File: src/rtl/ssg_pkg.sv
// Shared types and constants for the stratified sample generator.
// No dependencies; used by ssg_ctrl, ssg_dp and stratified_sample_generator.
package ssg_pkg;

    // Request type codes
    localparam logic REQ_SEED = 1'b0;
    localparam logic REQ_DRAW = 1'b1;

    // Output coordinate width
    localparam int OUT_W = 24;

    // Park-Miller constants
    localparam logic [15:0] LCG_MULT = 16'd48271;
    localparam logic [31:0] LCG_MOD  = 32'h7fff_ffff;

    // Warm-up draws after seeding, minus one
    localparam logic [3:0] WARM_LAST = 4'd3;

    typedef enum logic [12:0] {
        ST_IDLE      = 13'b0_0000_0000_0001,
        ST_LCG_MUL   = 13'b0_0000_0000_0010,
        ST_LCG_FOLD  = 13'b0_0000_0000_0100,
        ST_WARM      = 13'b0_0000_0000_1000,
        ST_DECIDE    = 13'b0_0000_0001_0000,
        ST_DRAW_CELL = 13'b0_0000_0010_0000,
        ST_PROBE     = 13'b0_0000_0100_0000,
        ST_FIRST_X   = 13'b0_0000_1000_0000,
        ST_FIRST_Y   = 13'b0_0001_0000_0000,
        ST_JIT_X     = 13'b0_0010_0000_0000,
        ST_JIT_Y     = 13'b0_0100_0000_0000,
        ST_MARK      = 13'b0_1000_0000_0000,
        ST_FAIL      = 13'b1_0000_0000_0000
    } state_t;

    // Commands from controller to datapath
    typedef struct packed {
        logic seed_init;
        logic lcg_mul;
        logic lcg_fold;
        logic warm_load;
        logic cnt_dec;
        logic gen_step;
        logic ld_cell;
        logic probe_next;
        logic row_next;
        logic ld_sx;
        logic ld_sy;
        logic jitter;
        logic mark;
        logic emit_full;
    } cmd_t;

    // Status from datapath to controller
    typedef struct packed {
        logic cnt_zero;
        logic set_full;
        logic set_empty;
        logic too_wide;
        logic row_hit;
        logic row_last;
        logic tries_last;
        logic out_free;
    } status_t;

endpackage

File: src/rtl/ssg_ctrl.sv
// Controller state machine of the stratified sample generator.
// Depends on ssg_pkg; drives ssg_dp through ssg_pkg::cmd_t.
module ssg_ctrl
(
    input  logic             clk,
    input  logic             rst_n,
    input  logic             in_valid,
    input  logic             req_type,
    output logic             in_stall,
    input  ssg_pkg::status_t status,
    output ssg_pkg::cmd_t    cmd
);

    ssg_pkg::state_t state_reg;
    ssg_pkg::state_t state_next;

    // Hold the state
    always_ff @(posedge clk or negedge rst_n)
    begin
        if (!rst_n)
        begin
            state_reg <= ssg_pkg::ST_IDLE;
        end
        else
        begin
            state_reg <= state_next;
        end
    end

    assign in_stall = (state_reg != ssg_pkg::ST_IDLE);

    // Sequence the seed and draw steps
    always_comb
    begin
        state_next = state_reg;
        cmd        = '0;
        unique case (state_reg)
            ssg_pkg::ST_IDLE:
            begin
                if (in_valid)
                begin
                    if (req_type == ssg_pkg::REQ_DRAW)
                    begin
                        state_next = ssg_pkg::ST_DECIDE;
                    end
                    else
                    begin
                        cmd.seed_init = 1'b1;
                        state_next    = ssg_pkg::ST_LCG_MUL;
                    end
                end
            end
            ssg_pkg::ST_LCG_MUL:
            begin
                cmd.lcg_mul = 1'b1;
                state_next  = ssg_pkg::ST_LCG_FOLD;
            end
            ssg_pkg::ST_LCG_FOLD:
            begin
                cmd.lcg_fold = 1'b1;
                if (status.cnt_zero)
                begin
                    cmd.warm_load = 1'b1;
                    state_next    = ssg_pkg::ST_WARM;
                end
                else
                begin
                    cmd.cnt_dec = 1'b1;
                    state_next  = ssg_pkg::ST_LCG_MUL;
                end
            end
            ssg_pkg::ST_WARM:
            begin
                cmd.gen_step = 1'b1;
                if (status.cnt_zero)
                begin
                    state_next = ssg_pkg::ST_IDLE;
                end
                else
                begin
                    cmd.cnt_dec = 1'b1;
                end
            end
            ssg_pkg::ST_DECIDE:
            begin
                if (status.set_full)
                begin
                    state_next = ssg_pkg::ST_FAIL;
                end
                else if (status.set_empty)
                begin
                    state_next = ssg_pkg::ST_FIRST_X;
                end
                else
                begin
                    state_next = ssg_pkg::ST_DRAW_CELL;
                end
            end
            ssg_pkg::ST_DRAW_CELL:
            begin
                cmd.gen_step = 1'b1;
                cmd.ld_cell  = 1'b1;
                state_next   = status.too_wide ? ssg_pkg::ST_FAIL : ssg_pkg::ST_PROBE;
            end
            ssg_pkg::ST_PROBE:
            begin
                if (status.row_hit)
                begin
                    if (status.tries_last)
                    begin
                        state_next = ssg_pkg::ST_FAIL;
                    end
                    else
                    begin
                        cmd.probe_next = 1'b1;
                    end
                end
                else if (status.row_last)
                begin
                    state_next = ssg_pkg::ST_JIT_X;
                end
                else
                begin
                    cmd.row_next = 1'b1;
                end
            end
            ssg_pkg::ST_FIRST_X:
            begin
                cmd.gen_step = 1'b1;
                cmd.ld_sx    = 1'b1;
                state_next   = ssg_pkg::ST_FIRST_Y;
            end
            ssg_pkg::ST_FIRST_Y:
            begin
                cmd.gen_step = 1'b1;
                cmd.ld_sy    = 1'b1;
                state_next   = ssg_pkg::ST_MARK;
            end
            ssg_pkg::ST_JIT_X:
            begin
                cmd.gen_step = 1'b1;
                cmd.ld_sx    = 1'b1;
                cmd.jitter   = 1'b1;
                state_next   = ssg_pkg::ST_JIT_Y;
            end
            ssg_pkg::ST_JIT_Y:
            begin
                cmd.gen_step = 1'b1;
                cmd.ld_sy    = 1'b1;
                cmd.jitter   = 1'b1;
                state_next   = ssg_pkg::ST_MARK;
            end
            ssg_pkg::ST_MARK:
            begin
                if (status.out_free)
                begin
                    cmd.mark   = 1'b1;
                    state_next = ssg_pkg::ST_IDLE;
                end
            end
            ssg_pkg::ST_FAIL:
            begin
                if (status.out_free)
                begin
                    cmd.emit_full = 1'b1;
                    state_next    = ssg_pkg::ST_IDLE;
                end
            end
            default:
            begin
                state_next = ssg_pkg::ST_IDLE;
            end
        endcase
    end

`ifndef SYNTHESIS
    // An accepted request always starts work
    assert property (@(posedge clk) disable iff (!rst_n)
        (in_valid && !in_stall) |=> (state_reg != ssg_pkg::ST_IDLE))
        else $error("accepted request left controller idle");

    // A result is produced only from the mark or fail step
    assert property (@(posedge clk) disable iff (!rst_n)
        (cmd.mark || cmd.emit_full) |->
            (state_reg == ssg_pkg::ST_MARK || state_reg == ssg_pkg::ST_FAIL))
        else $error("result issued outside mark or fail step");

    // An LCG fold never overlaps a generator advance
    assert property (@(posedge clk) disable iff (!rst_n)
        cmd.lcg_fold |-> !cmd.gen_step)
        else $error("generator words written twice in one cycle");
`endif

endmodule

File: src/rtl/ssg_dp.sv
// Datapath of the stratified sample generator: generator, seeding LCG,
// stratum map, probe counters and output register. Depends on ssg_pkg.
module ssg_dp
#(
    parameter int GRID_SIDE     = 32,
    parameter int FRACTION_BITS = 24
)
(
    input  logic                        clk,
    input  logic                        rst_n,
    input  ssg_pkg::cmd_t               cmd,
    output ssg_pkg::status_t            status,
    input  logic [15:0]                 pixel_x,
    input  logic [15:0]                 pixel_y,
    input  logic [3:0]                  dimension_index,
    input  logic                        out_stall,
    output logic                        out_valid,
    output logic [ssg_pkg::OUT_W-1:0]   sample_x,
    output logic [ssg_pkg::OUT_W-1:0]   sample_y,
    output logic                        set_full
);

    localparam int FB      = FRACTION_BITS;
    localparam int LG      = (GRID_SIDE > 1) ? $clog2(GRID_SIDE) : 1;
    localparam int KW      = $clog2(LG + 1);
    localparam int CELL_W  = 2 * LG;
    localparam int SW      = LG + 1;
    localparam int JW      = FB + LG;
    localparam int GRID_SQ = GRID_SIDE * GRID_SIDE;
    localparam logic [FB-1:0] UNIFORM_CAP =
        FB'(((64'd1 << FB) * 64'd99999) / 64'd100000);

    logic [31:0]           words_reg [4];
    logic [31:0]           lcg_reg;
    logic [47:0]           prod_reg;
    logic [3:0]            cnt_reg;
    logic [GRID_SIDE-1:0]  map_reg [GRID_SIDE];
    logic [10:0]           samples_reg;
    logic [KW-1:0]         k_reg;
    logic [CELL_W-1:0]     cell_reg;
    logic [CELL_W-1:0]     tries_reg;
    logic [LG-1:0]         row_off_reg;
    logic [FB-1:0]         sx_reg;
    logic [FB-1:0]         sy_reg;
    logic                  out_valid_reg;
    logic [ssg_pkg::OUT_W-1:0] out_sx_reg;
    logic [ssg_pkg::OUT_W-1:0] out_sy_reg;
    logic                  out_full_reg;

    // Generator output and next words
    logic [31:0] gen_out;
    logic [31:0] gw0, gw1, gw2, gw3, gt;
    logic [FB-1:0] u_raw;
    logic [FB-1:0] u_val;

    always_comb
    begin
        gen_out = words_reg[0] + words_reg[3];
        gt  = words_reg[1] << 9;
        gw2 = words_reg[2] ^ words_reg[0];
        gw3 = words_reg[3] ^ words_reg[1];
        gw1 = words_reg[1] ^ gw2;
        gw0 = words_reg[0] ^ gw3;
        gw2 = gw2 ^ gt;
        gw3 = {gw3[20:0], gw3[31:21]};
        u_raw = gen_out[31 -: FB];
        u_val = (u_raw > UNIFORM_CAP) ? UNIFORM_CAP : u_raw;
    end

    // Park-Miller fold modulo 2^31-1
    logic [31:0] fold_sum;
    logic [31:0] lcg_new;

    always_comb
    begin
        fold_sum = {1'b0, prod_reg[30:0]} + 32'(prod_reg[47:31]);
        lcg_new  = (fold_sum >= ssg_pkg::LCG_MOD) ? (fold_sum - ssg_pkg::LCG_MOD) : fold_sum;
    end

    // Grid level from the sample count
    logic [KW-1:0] k_calc;
    logic          too_wide;

    always_comb
    begin
        k_calc = KW'(1);
        for (int j = 1; j < LG; j++)
        begin
            if (samples_reg >= (11'd1 << (2 * j)))
            begin
                k_calc = k_calc + KW'(1);
            end
        end
        too_wide = (32'd1 << k_calc) > 32'(GRID_SIDE);
    end

    // Probe geometry of the current cell
    logic [CELL_W-1:0]  wmask;
    logic [CELL_W-1:0]  cmask;
    logic [SW-1:0]      side;
    logic [CELL_W-1:0]  col_cell;
    logic [CELL_W-1:0]  row_cell;
    logic [SW-1:0]      row0;
    logic [SW-1:0]      col0;
    logic [LG-1:0]      row_idx;
    logic [GRID_SIDE-1:0] col_mask;
    logic [CELL_W-1:0]  cell_draw;

    always_comb
    begin
        wmask    = CELL_W'((32'd1 << k_reg) - 32'd1);
        cmask    = CELL_W'((64'd1 << (2 * k_reg)) - 64'd1);
        side     = SW'(GRID_SIDE >> k_reg);
        col_cell = cell_reg & wmask;
        row_cell = cell_reg >> k_reg;
        row0     = SW'(32'(row_cell) * 32'(side));
        col0     = SW'(32'(col_cell) * 32'(side));
        row_idx  = LG'(row0 + SW'(row_off_reg));
        col_mask = GRID_SIDE'(((64'd1 << side) - 64'd1) << col0);
        cell_draw = CELL_W'(u_val >> (FB - 2 * int'(k_calc)));
    end

    // Jittered coordinate inside the cell
    logic [FB-1:0] jit_x;
    logic [FB-1:0] jit_y;

    always_comb
    begin
        jit_x = FB'(((JW'(col_cell) << FB) + JW'(u_val)) >> k_reg);
        jit_y = FB'(((JW'(row_cell) << FB) + JW'(u_val)) >> k_reg);
    end

    // Stratum of the finished sample
    logic [LG-1:0] cx;
    logic [LG-1:0] cy;

    always_comb
    begin
        cx = LG'(((FB + SW)'(sx_reg) * (FB + SW)'(GRID_SIDE)) >> FB);
        cy = LG'(((FB + SW)'(sy_reg) * (FB + SW)'(GRID_SIDE)) >> FB);
    end

    logic out_free;
    assign out_free = !out_valid_reg || !out_stall;

    // Generator words: seed load, LCG mix, advance
    always_ff @(posedge clk or negedge rst_n)
    begin
        if (!rst_n)
        begin
            for (int i = 0; i < 4; i++)
            begin
                words_reg[i] <= '0;
            end
        end
        else if (cmd.seed_init)
        begin
            words_reg[0] <= '0;
            words_reg[1] <= 32'(dimension_index);
            words_reg[2] <= 32'(pixel_x);
            words_reg[3] <= 32'(pixel_y);
        end
        else if (cmd.lcg_fold)
        begin
            words_reg[cnt_reg[1:0]] <= words_reg[cnt_reg[1:0]] ^ lcg_new;
        end
        else if (cmd.gen_step)
        begin
            words_reg[0] <= gw0;
            words_reg[1] <= gw1;
            words_reg[2] <= gw2;
            words_reg[3] <= gw3;
        end
    end

    // LCG value and product
    always_ff @(posedge clk)
    begin
        if (cmd.seed_init)
        begin
            lcg_reg <= {pixel_x, 16'd0} ^ (32'(pixel_y) + 32'd1);
        end
        else if (cmd.lcg_fold)
        begin
            lcg_reg <= lcg_new;
        end
        if (cmd.lcg_mul)
        begin
            prod_reg <= 48'(lcg_reg) * 48'(ssg_pkg::LCG_MULT);
        end
    end

    // Step counter for LCG and warm-up
    always_ff @(posedge clk or negedge rst_n)
    begin
        if (!rst_n)
        begin
            cnt_reg <= '0;
        end
        else if (cmd.seed_init)
        begin
            cnt_reg <= dimension_index;
        end
        else if (cmd.warm_load)
        begin
            cnt_reg <= ssg_pkg::WARM_LAST;
        end
        else if (cmd.cnt_dec)
        begin
            cnt_reg <= cnt_reg - 4'd1;
        end
    end

    // Stratum map and sample count
    always_ff @(posedge clk or negedge rst_n)
    begin
        if (!rst_n)
        begin
            for (int i = 0; i < GRID_SIDE; i++)
            begin
                map_reg[i] <= '0;
            end
            samples_reg <= '0;
        end
        else if (cmd.seed_init)
        begin
            for (int i = 0; i < GRID_SIDE; i++)
            begin
                map_reg[i] <= '0;
            end
            samples_reg <= '0;
        end
        else if (cmd.mark)
        begin
            map_reg[cy] <= map_reg[cy] | (GRID_SIDE'(1) << cx);
            samples_reg <= samples_reg + 11'd1;
        end
    end

    // Probe counters and sample coordinates
    always_ff @(posedge clk)
    begin
        if (cmd.ld_cell)
        begin
            k_reg       <= k_calc;
            cell_reg    <= cell_draw;
            tries_reg   <= '0;
            row_off_reg <= '0;
        end
        else if (cmd.probe_next)
        begin
            cell_reg    <= (cell_reg + CELL_W'(1)) & cmask;
            tries_reg   <= tries_reg + CELL_W'(1);
            row_off_reg <= '0;
        end
        else if (cmd.row_next)
        begin
            row_off_reg <= row_off_reg + LG'(1);
        end
        if (cmd.ld_sx)
        begin
            sx_reg <= cmd.jitter ? jit_x : u_val;
        end
        if (cmd.ld_sy)
        begin
            sy_reg <= cmd.jitter ? jit_y : u_val;
        end
    end

    // Output register
    always_ff @(posedge clk or negedge rst_n)
    begin
        if (!rst_n)
        begin
            out_valid_reg <= 1'b0;
        end
        else if (cmd.mark || cmd.emit_full)
        begin
            out_valid_reg <= 1'b1;
        end
        else if (!out_stall)
        begin
            out_valid_reg <= 1'b0;
        end
    end

    always_ff @(posedge clk)
    begin
        if (cmd.mark)
        begin
            out_sx_reg   <= ssg_pkg::OUT_W'(sx_reg);
            out_sy_reg   <= ssg_pkg::OUT_W'(sy_reg);
            out_full_reg <= 1'b0;
        end
        else if (cmd.emit_full)
        begin
            out_sx_reg   <= '0;
            out_sy_reg   <= '0;
            out_full_reg <= 1'b1;
        end
    end

    assign out_valid = out_valid_reg;
    assign sample_x  = out_sx_reg;
    assign sample_y  = out_sy_reg;
    assign set_full  = out_full_reg;

    // Status back to the controller
    always_comb
    begin
        status.cnt_zero   = (cnt_reg == 4'd0);
        status.set_full   = (samples_reg >= 11'(GRID_SQ));
        status.set_empty  = (samples_reg == 11'd0);
        status.too_wide   = too_wide;
        status.row_hit    = |(map_reg[row_idx] & col_mask);
        status.row_last   = (SW'(row_off_reg) == (side - SW'(1)));
        status.tries_last = (tries_reg == cmask);
        status.out_free   = out_free;
    end

`ifndef SYNTHESIS
    // Sample count never passes the stratum count
    assert property (@(posedge clk) disable iff (!rst_n)
        samples_reg <= 11'(GRID_SQ))
        else $error("sample count exceeds stratum count");

    // A full flag carries zero coordinates
    assert property (@(posedge clk) disable iff (!rst_n)
        (out_valid_reg && out_full_reg) |-> (out_sx_reg == '0 && out_sy_reg == '0))
        else $error("full result with nonzero coordinates");

    // Marking a sample always bumps the count by one
    assert property (@(posedge clk) disable iff (!rst_n)
        cmd.mark |=> (samples_reg == $past(samples_reg) + 11'd1))
        else $error("mark did not advance sample count");
`endif

endmodule

File: src/rtl/stratified_sample_generator.sv
// Stratified 2D sample generator: one seed request loads a xoshiro128+
// generator from pixel and dimension and clears the stratum map; each draw
// request returns one 0.24 fixed-point sample or a set-full flag. A seed
// request runs dimension_index+1 LCG steps (a multiply, then a fold) and
// then four warm-up advances. The first draw uses two raw uniform values;
// later draws pick a cell and probe its stratum rows, as the probe reads
// one map row per cycle, so draws late in a set take longer. A full set
// answers with the set-full flag without probing. The block takes one
// request at a time and a result waits in an output register while the
// next request is accepted.
// Depends on ssg_pkg, ssg_ctrl and ssg_dp.
module stratified_sample_generator
#(
    parameter int GRID_SIDE     = 32,
    parameter int FRACTION_BITS = 24
)
(
    input  logic                      clk,
    input  logic                      rst_n,
    input  logic                      in_valid,
    output logic                      in_stall,
    input  logic                      req_type,
    input  logic [15:0]               pixel_x,
    input  logic [15:0]               pixel_y,
    input  logic [3:0]                dimension_index,
    output logic                      out_valid,
    input  logic                      out_stall,
    output logic [ssg_pkg::OUT_W-1:0] sample_x,
    output logic [ssg_pkg::OUT_W-1:0] sample_y,
    output logic                      set_full
);

    ssg_pkg::cmd_t    cmd;
    ssg_pkg::status_t status;

    // Sequence requests
    ssg_ctrl u_ctrl
    (
        .clk      (clk),
        .rst_n    (rst_n),
        .in_valid (in_valid),
        .req_type (req_type),
        .in_stall (in_stall),
        .status   (status),
        .cmd      (cmd)
    );

    // Generator, map and output register
    ssg_dp
    #(
        .GRID_SIDE     (GRID_SIDE),
        .FRACTION_BITS (FRACTION_BITS)
    )
    u_dp
    (
        .clk             (clk),
        .rst_n           (rst_n),
        .cmd             (cmd),
        .status          (status),
        .pixel_x         (pixel_x),
        .pixel_y         (pixel_y),
        .dimension_index (dimension_index),
        .out_stall       (out_stall),
        .out_valid       (out_valid),
        .sample_x        (sample_x),
        .sample_y        (sample_y),
        .set_full        (set_full)
    );

endmodule

File: config.mk
export PLATFORM = sky130hd
export DESIGN_NAME = stratified_sample_generator
export DESIGN_NICKNAME = d
export VERILOG_FILES = /design/src/rtl/ssg_pkg.sv /design/src/rtl/ssg_ctrl.sv /design/src/rtl/ssg_dp.sv /design/src/rtl/stratified_sample_generator.sv
export SDC_FILE = /design/constraint.sdc
export NUM_CORES = 2
export LEC_CHECK = 0
export BUFFER_PORTS_ARGS = -buffer_cell sky130_fd_sc_hd__buf_2
export CAP_MARGIN = 15
export CELL_PAD_IN_SITES_DETAIL_PLACEMENT = 1
export CELL_PAD_IN_SITES_GLOBAL_PLACEMENT = 1
export CORE_UTILIZATION = 48
export CTS_BUF_LIST = sky130_fd_sc_hd__clkbuf_8
export DETAILED_ROUTE_END_ITERATION = 6
export MAX_ROUTING_LAYER = met4
export PLACE_DENSITY_LB_ADDON = 0.2
export REMOVE_ABC_BUFFERS = 1
export SYNTH_ARGS = -nofsm -noshare
export SYNTH_HDL_FRONTEND = slang
export SYNTH_HIERARCHICAL = 1
export SYNTH_SLANG_ARGS = --single-unit
File: constraint.sdc
create_clock -name clk -period 8.5 [get_ports clk]
set_clock_uncertainty 0.2 [all_clocks]
set_input_delay 1.7 -clock clk [delete_from_list [all_inputs] [get_ports clk]]
set_output_delay 1.7 -clock clk [all_outputs]
set_load 0.01 [all_outputs]
* Yosys cells after proc, flatten, opt, wreduce, memory -nomap -nowiden *
Index checks and enable logic that the tools add are counted.

cells by class
  $add $sub $neg = 20
  $mul = 3
  magnitude comparators = 13
  equality and inequality tests = 22
  shift-type cells = 11
  mux-type cells = 75
  bitwise logic cells = 14
  reduce and logical (&&, ||, !) cells = 23

operator list
  cell                      number
  $mux W1024                2
  $bwmux W1024              1
  $mux W128                 3
  $mux W32                  11
  $bmux W32 S5              2
  $xor A32 B32 Y32          7
  $demux W32 S5             1
  $mux W24                  6
  $pmux W13 S11             1
  $bwmux W128               1
  $mux W13                  8
  $bmux W32 S2              1
  $demux W32 S2             1
  $shl A1 B6 Y64 const A    1
  $shl A64 B6 Y32           1
  $sub A64 B1 Y64 const B   1
  $add A29 B24 Y29          2
  $shr A29 B3 Y24           2
  $mul A32 B16 Y48 const B  1
  $add A31 B17 Y32          1
  $add A32 B32 Y32          1
  $and A32 B32 Y32          1
  $ge A32 B31 Y1 const B    1
  $gt A32 B6 Y1 const B     1
  other kinds (73)          123

word-level totals
  flip-flop bits (word level) = 1386
  bits of input ports = 41
  word-level logic and storage cells = 232

* Longest topological paths before layout *
  depth in word-level cells = 13
  gate-level depth with buffers = 33

* Modules after synthesis *
The synthesis kept the hierarchy.

by module, submodules not included
  module    instances  cells each  area each (sq um)
  ssg_dp    1          8026        86309.0
  ssg_ctrl  1          102         934.6

* Worst setup path before layout *
OpenSTA, ideal clock, no wires.

  path kind = flip-flop to flip-flop
  start = reg u_dp.k_reg[2]
  end = reg u_ctrl.state_reg[12]
  setup time = 125 ps
  data arrival time = 7819 ps
  required time = 8175 ps
  slack = 356 ps
  cell stages (with the launch flop) = 29
  path buffers = 6
  clock period less this slack = 8144 ps
  cells stage by stage = edfxtp_1 -> clkbuf_1 -> clkbuf_1 -> buf_1 -> clkbuf_1 -> buf_1 -> nand3_1 -> fa_1 -> inv_1 -> ha_1 -> fa_1 -> inv_1 -> fa_1 -> xor2_1 -> xnor2_1 -> xnor2_1 -> xnor2_1 -> clkbuf_1 -> mux2_2 -> o21ai_0 -> a21oi_1 -> a2111oi_0 -> nand4_1 -> nor4b_1 -> a31oi_1 -> mux2i_1 -> a211oi_1 -> o21ai_4 -> mux2_4

RTL lines
  what                    line            text
  from (decl)             ssg_dp.sv:39    logic [KW-1:0] k_reg;
  from (signal assigned)  ssg_dp.sv:245   k_reg <= k_calc;
  to (signal assigned)    ssg_ctrl.sv:22  state_reg <= ssg_pkg::ST_IDLE;
  to (signal assigned)    ssg_ctrl.sv:26  state_reg <= state_next;
  to (decl)               ssg_ctrl.sv:14  ssg_pkg::state_t state_reg;

==> flow_metrics.tcl <==
set metrics [dict create \
    result_of_the_run "completed" \
    synth.top_cells.by_area "sky130_fd_sc_hd__dfrtp_1, sky130_fd_sc_hd__mux4_2, sky130_fd_sc_hd__edfxtp_1, sky130_fd_sc_hd__o21ai_0, sky130_fd_sc_hd__nand2_1" \
    clock_tree.buffer_depth 3 \
    cts_hold_repair.buffers 0 \
    design.core.area_um2 180500 \
    synth.top_cell.area_share 0.3385 \
    numCtsBuffers 238 \
    first_pass_iters 6 \
    post-route-period-util 0.9786 \
    largest_reg_flops 1024 \
    fp-row-count 156 \
    post_dp_hpwl_mm 238.0 \
    start_util 0.4832 \
    maxCapViolCount 0 \
    syn2layout_area_growth_pct 10.45 \
    yosys.area.top_type "sky130_fd_sc_hd__dfrtp_1" \
    hold_viol_final 0 \
    initialDrtViolationCount 8009 \
    crit_arrival_ns 8.98 \
    synth_sequential_area_ratio 0.4075 \
    synthTopCellsByCount "sky130_fd_sc_hd__nand2_1, sky130_fd_sc_hd__dfrtp_1, sky130_fd_sc_hd__o21ai_0" \
    timing.critical_path.fanout_max 27 \
    final_util 0.5337 \
    final_cell_area_um2 96360 \
    setup_slack_ns 0.1819 \
    end_kind "flip-flop" \
    mappedNetlistArea_um2 87240 \
    fillCellCount 19146 \
    slew_viol_final 0 \
    portBuffers 91 \
    post_synthesis_async_set_or_reset_flop_share 0.8521 \
    yosys.cell_types.count 94 \
    first_global_vias 76883 \
    drt-total-wl_mm 356.2 \
    gp_congestion 0.9605 \
    die_x_um 428.3 \
    synth-warning-count 6 \
    syn_inst 8128 \
    route.detailed.wl_per_inst_um 33.37 \
    path_class "reg -> reg" \
    setup_ws_pre_cts_ns 0.1505 \
    timing.final.setup_violations 0 \
    post-synth-top-count-cell "sky130_fd_sc_hd__nand2_1" \
    grt_overflow_total 0 \
    clkLatencyLatePin_ns 1.09 \
    cts_htree_levels 4 \
    drive_gt1_frac 0.1782 \
    grt_antenna_before_repair 23 \
    drt-vias-per-instance 6.881 \
    cts_sinks 1386 \
    max_slew_margin 0.1115 \
    post_synth.cell_area_avg_um2 10.73 \
    ys_seq_elements 1386 \
    worstHoldPathType "reg -> reg" \
    nNetsFinal 8582 \
    achievable-frequency_mhz 120.2 \
    tightestPinTransition_ns 1.329 \
    antenna_violating_nets_post_route 0 \
    cp.required_ns 9.16 \
    grt_start_max_net_pins 183 \
    num_vias 73432 \
    min_period_ns 8.318 \
    clk_pin_slew_worst_paths_ns 0.07 \
    floorplan.die_area_um2 183500 \
    first_pass_grt_wire_length_mm 529.0 \
    clock_tree.root_cell "sky130_fd_sc_hd__clkbuf_8" \
    drt_drc_violations_left 0 \
    chipHeight_um 428.3 \
    all_layer_gr_usage 0.4010 \
    ioPinCount 92 \
    synth_edf_count 189 \
    synth_ff_type "sky130_fd_sc_hd__dfrtp_1" \
    cell_area_after_placement_um2 91040 \
    timing.critical_path.from_type "flip-flop" \
    cts_tree "built" \
    rsz_0062_raised_after_global_routing "false" \
]
==> cells by family (layout without fill, tap and decap cells) <==
logic type,count (synthesis),count (layout),share of synthesized area
compound gates,2175,2175,0.1564
simple gates,2116,2116,0.1065
flops,1386,1386,0.4075
buf+inv,938,1080,0.04083
mux,717,717,0.1709
fa+ha+maj,479,479,0.08616
xor+xnor,317,317,0.03182
other cells,0,32,0
==> path summary, 6_finish.rpt <==
kind,from,to,slack (ns),cells past startpoint
setup / recovery,u_dp/k_reg[0],u_ctrl/state_reg[12],0.18,27
hold / removal,u_dp/sy_reg[9],u_dp/sample_y[9],0.30,1
min in group asynchronous,rst_n,u_dp/words_reg[34],0.42,1
setup reg to reg,u_dp/k_reg[0],u_ctrl/state_reg[12],0.18,27
hold reg to reg,u_dp/sy_reg[9],u_dp/sample_y[9],0.30,1
max in group asynchronous,rst_n,u_dp/map_reg[281],5.89,3
==> layout make-up <==
type	count	area [um^2]	area share
antenna	32	80.08	0.0008310
clock buffer	306	4212	0.04370
clock inverter	142	907.1	0.009414
inverter	296	1111	0.01153
multi-input combinational	5804	48860	0.5070
sequential	1386	35550	0.3689
tap	2370	2965	0.03077
timing repair buffer	336	2676	0.02777
==> worst max-delay path, cell delays in order (launching register included) <==
cell and delay, ns:
sky130_fd_sc_hd__edfxtp_1 0.45, sky130_fd_sc_hd__or3b_2 0.60, sky130_fd_sc_hd__clkinv_1 0.23, sky130_fd_sc_hd__nand2_1 0.11, sky130_fd_sc_hd__fa_1 0.51, sky130_fd_sc_hd__inv_1 0.04, sky130_fd_sc_hd__ha_1 0.30, sky130_fd_sc_hd__fa_1 0.56
sky130_fd_sc_hd__inv_1 0.06, sky130_fd_sc_hd__fa_4 0.43, sky130_fd_sc_hd__xor2_1 0.21, sky130_fd_sc_hd__xnor2_1 0.12, sky130_fd_sc_hd__xnor2_1 0.25, sky130_fd_sc_hd__xnor2_2 0.17, sky130_fd_sc_hd__buf_12 0.32, sky130_fd_sc_hd__mux2i_1 0.45
sky130_fd_sc_hd__o22ai_1 0.31, sky130_fd_sc_hd__a31oi_1 0.25, sky130_fd_sc_hd__a21oi_1 0.07, sky130_fd_sc_hd__a2111oi_0 0.49, sky130_fd_sc_hd__nand4_1 0.17, sky130_fd_sc_hd__nor4b_1 0.36, sky130_fd_sc_hd__a31oi_2 0.36, sky130_fd_sc_hd__mux2i_1 0.24
sky130_fd_sc_hd__a211oi_1 0.28, sky130_fd_sc_hd__buf_4 0.16, sky130_fd_sc_hd__o21ai_4 0.07, sky130_fd_sc_hd__mux2_4 0.30
==> repair_timing <==
action                                  4_1_cts  5_1_grt
setup buffers                                 0        1
gates resized for setup                       0        1
endpoints found under the setup margin        0        9
==> placed cells by master (no fill, tap or decap), types with 32 or more instances in the layout <==
master                     synthesis  routed
sky130_fd_sc_hd__a211oi_1         40      40
sky130_fd_sc_hd__a21o_1           68      68
sky130_fd_sc_hd__a21oi_1         299     255
sky130_fd_sc_hd__a21oi_4           0      33
sky130_fd_sc_hd__a22o_1          275     275
sky130_fd_sc_hd__a22oi_1          67      67
sky130_fd_sc_hd__a31oi_1          43      42
sky130_fd_sc_hd__and2_1           85      81
sky130_fd_sc_hd__and3_1           44      43
sky130_fd_sc_hd__buf_2            12      90
sky130_fd_sc_hd__buf_4             3     210
sky130_fd_sc_hd__clkbuf_8          0     306
sky130_fd_sc_hd__dfrtp_1        1180    1179
sky130_fd_sc_hd__diode_2           0      32
sky130_fd_sc_hd__edfxtp_1        189     189
sky130_fd_sc_hd__fa_1            203     202
sky130_fd_sc_hd__ha_1            276     273
sky130_fd_sc_hd__inv_1           293     380
sky130_fd_sc_hd__mux2i_1          77      77
sky130_fd_sc_hd__mux4_2          615     615
sky130_fd_sc_hd__nand2_1        1220    1208
sky130_fd_sc_hd__nand2b_1         36      36
sky130_fd_sc_hd__nand3_1          96      95
sky130_fd_sc_hd__nand4_1          40      40
sky130_fd_sc_hd__nor2_1          339     335
sky130_fd_sc_hd__nor2b_1          34      33
sky130_fd_sc_hd__nor3_1           96      92
sky130_fd_sc_hd__o211ai_1         35      35
sky130_fd_sc_hd__o21ai_0        1026    1026
sky130_fd_sc_hd__o221ai_1         52      52
sky130_fd_sc_hd__o22ai_1          32      32
sky130_fd_sc_hd__xnor2_1         159     157
sky130_fd_sc_hd__xor2_1          158     158
==> through the flow <==
step	TNS [ns]	hold WS (ns)	cells
after detailed placement	0	0.2889	10183
after CTS	0	0.3022	10631
after global routing	0	0.3131	10658
final	0	0.2991	10672
after global placement	0	0.2744	10181
after floorplan	-5371.99	0.2609	7486
==> per-layer routing <==
metal / GRT usage / part of all wire
met5: - / 0
met4: 0.2277 / 0.064
met3: 0.09918 / 0.10
met1: 0.5031 / 0.38
met2: 0.5943 / 0.46
Power is left out: the tool's default activity adds up to more than one toggle a clock period on the data nets, which glitch-free logic cannot reach.
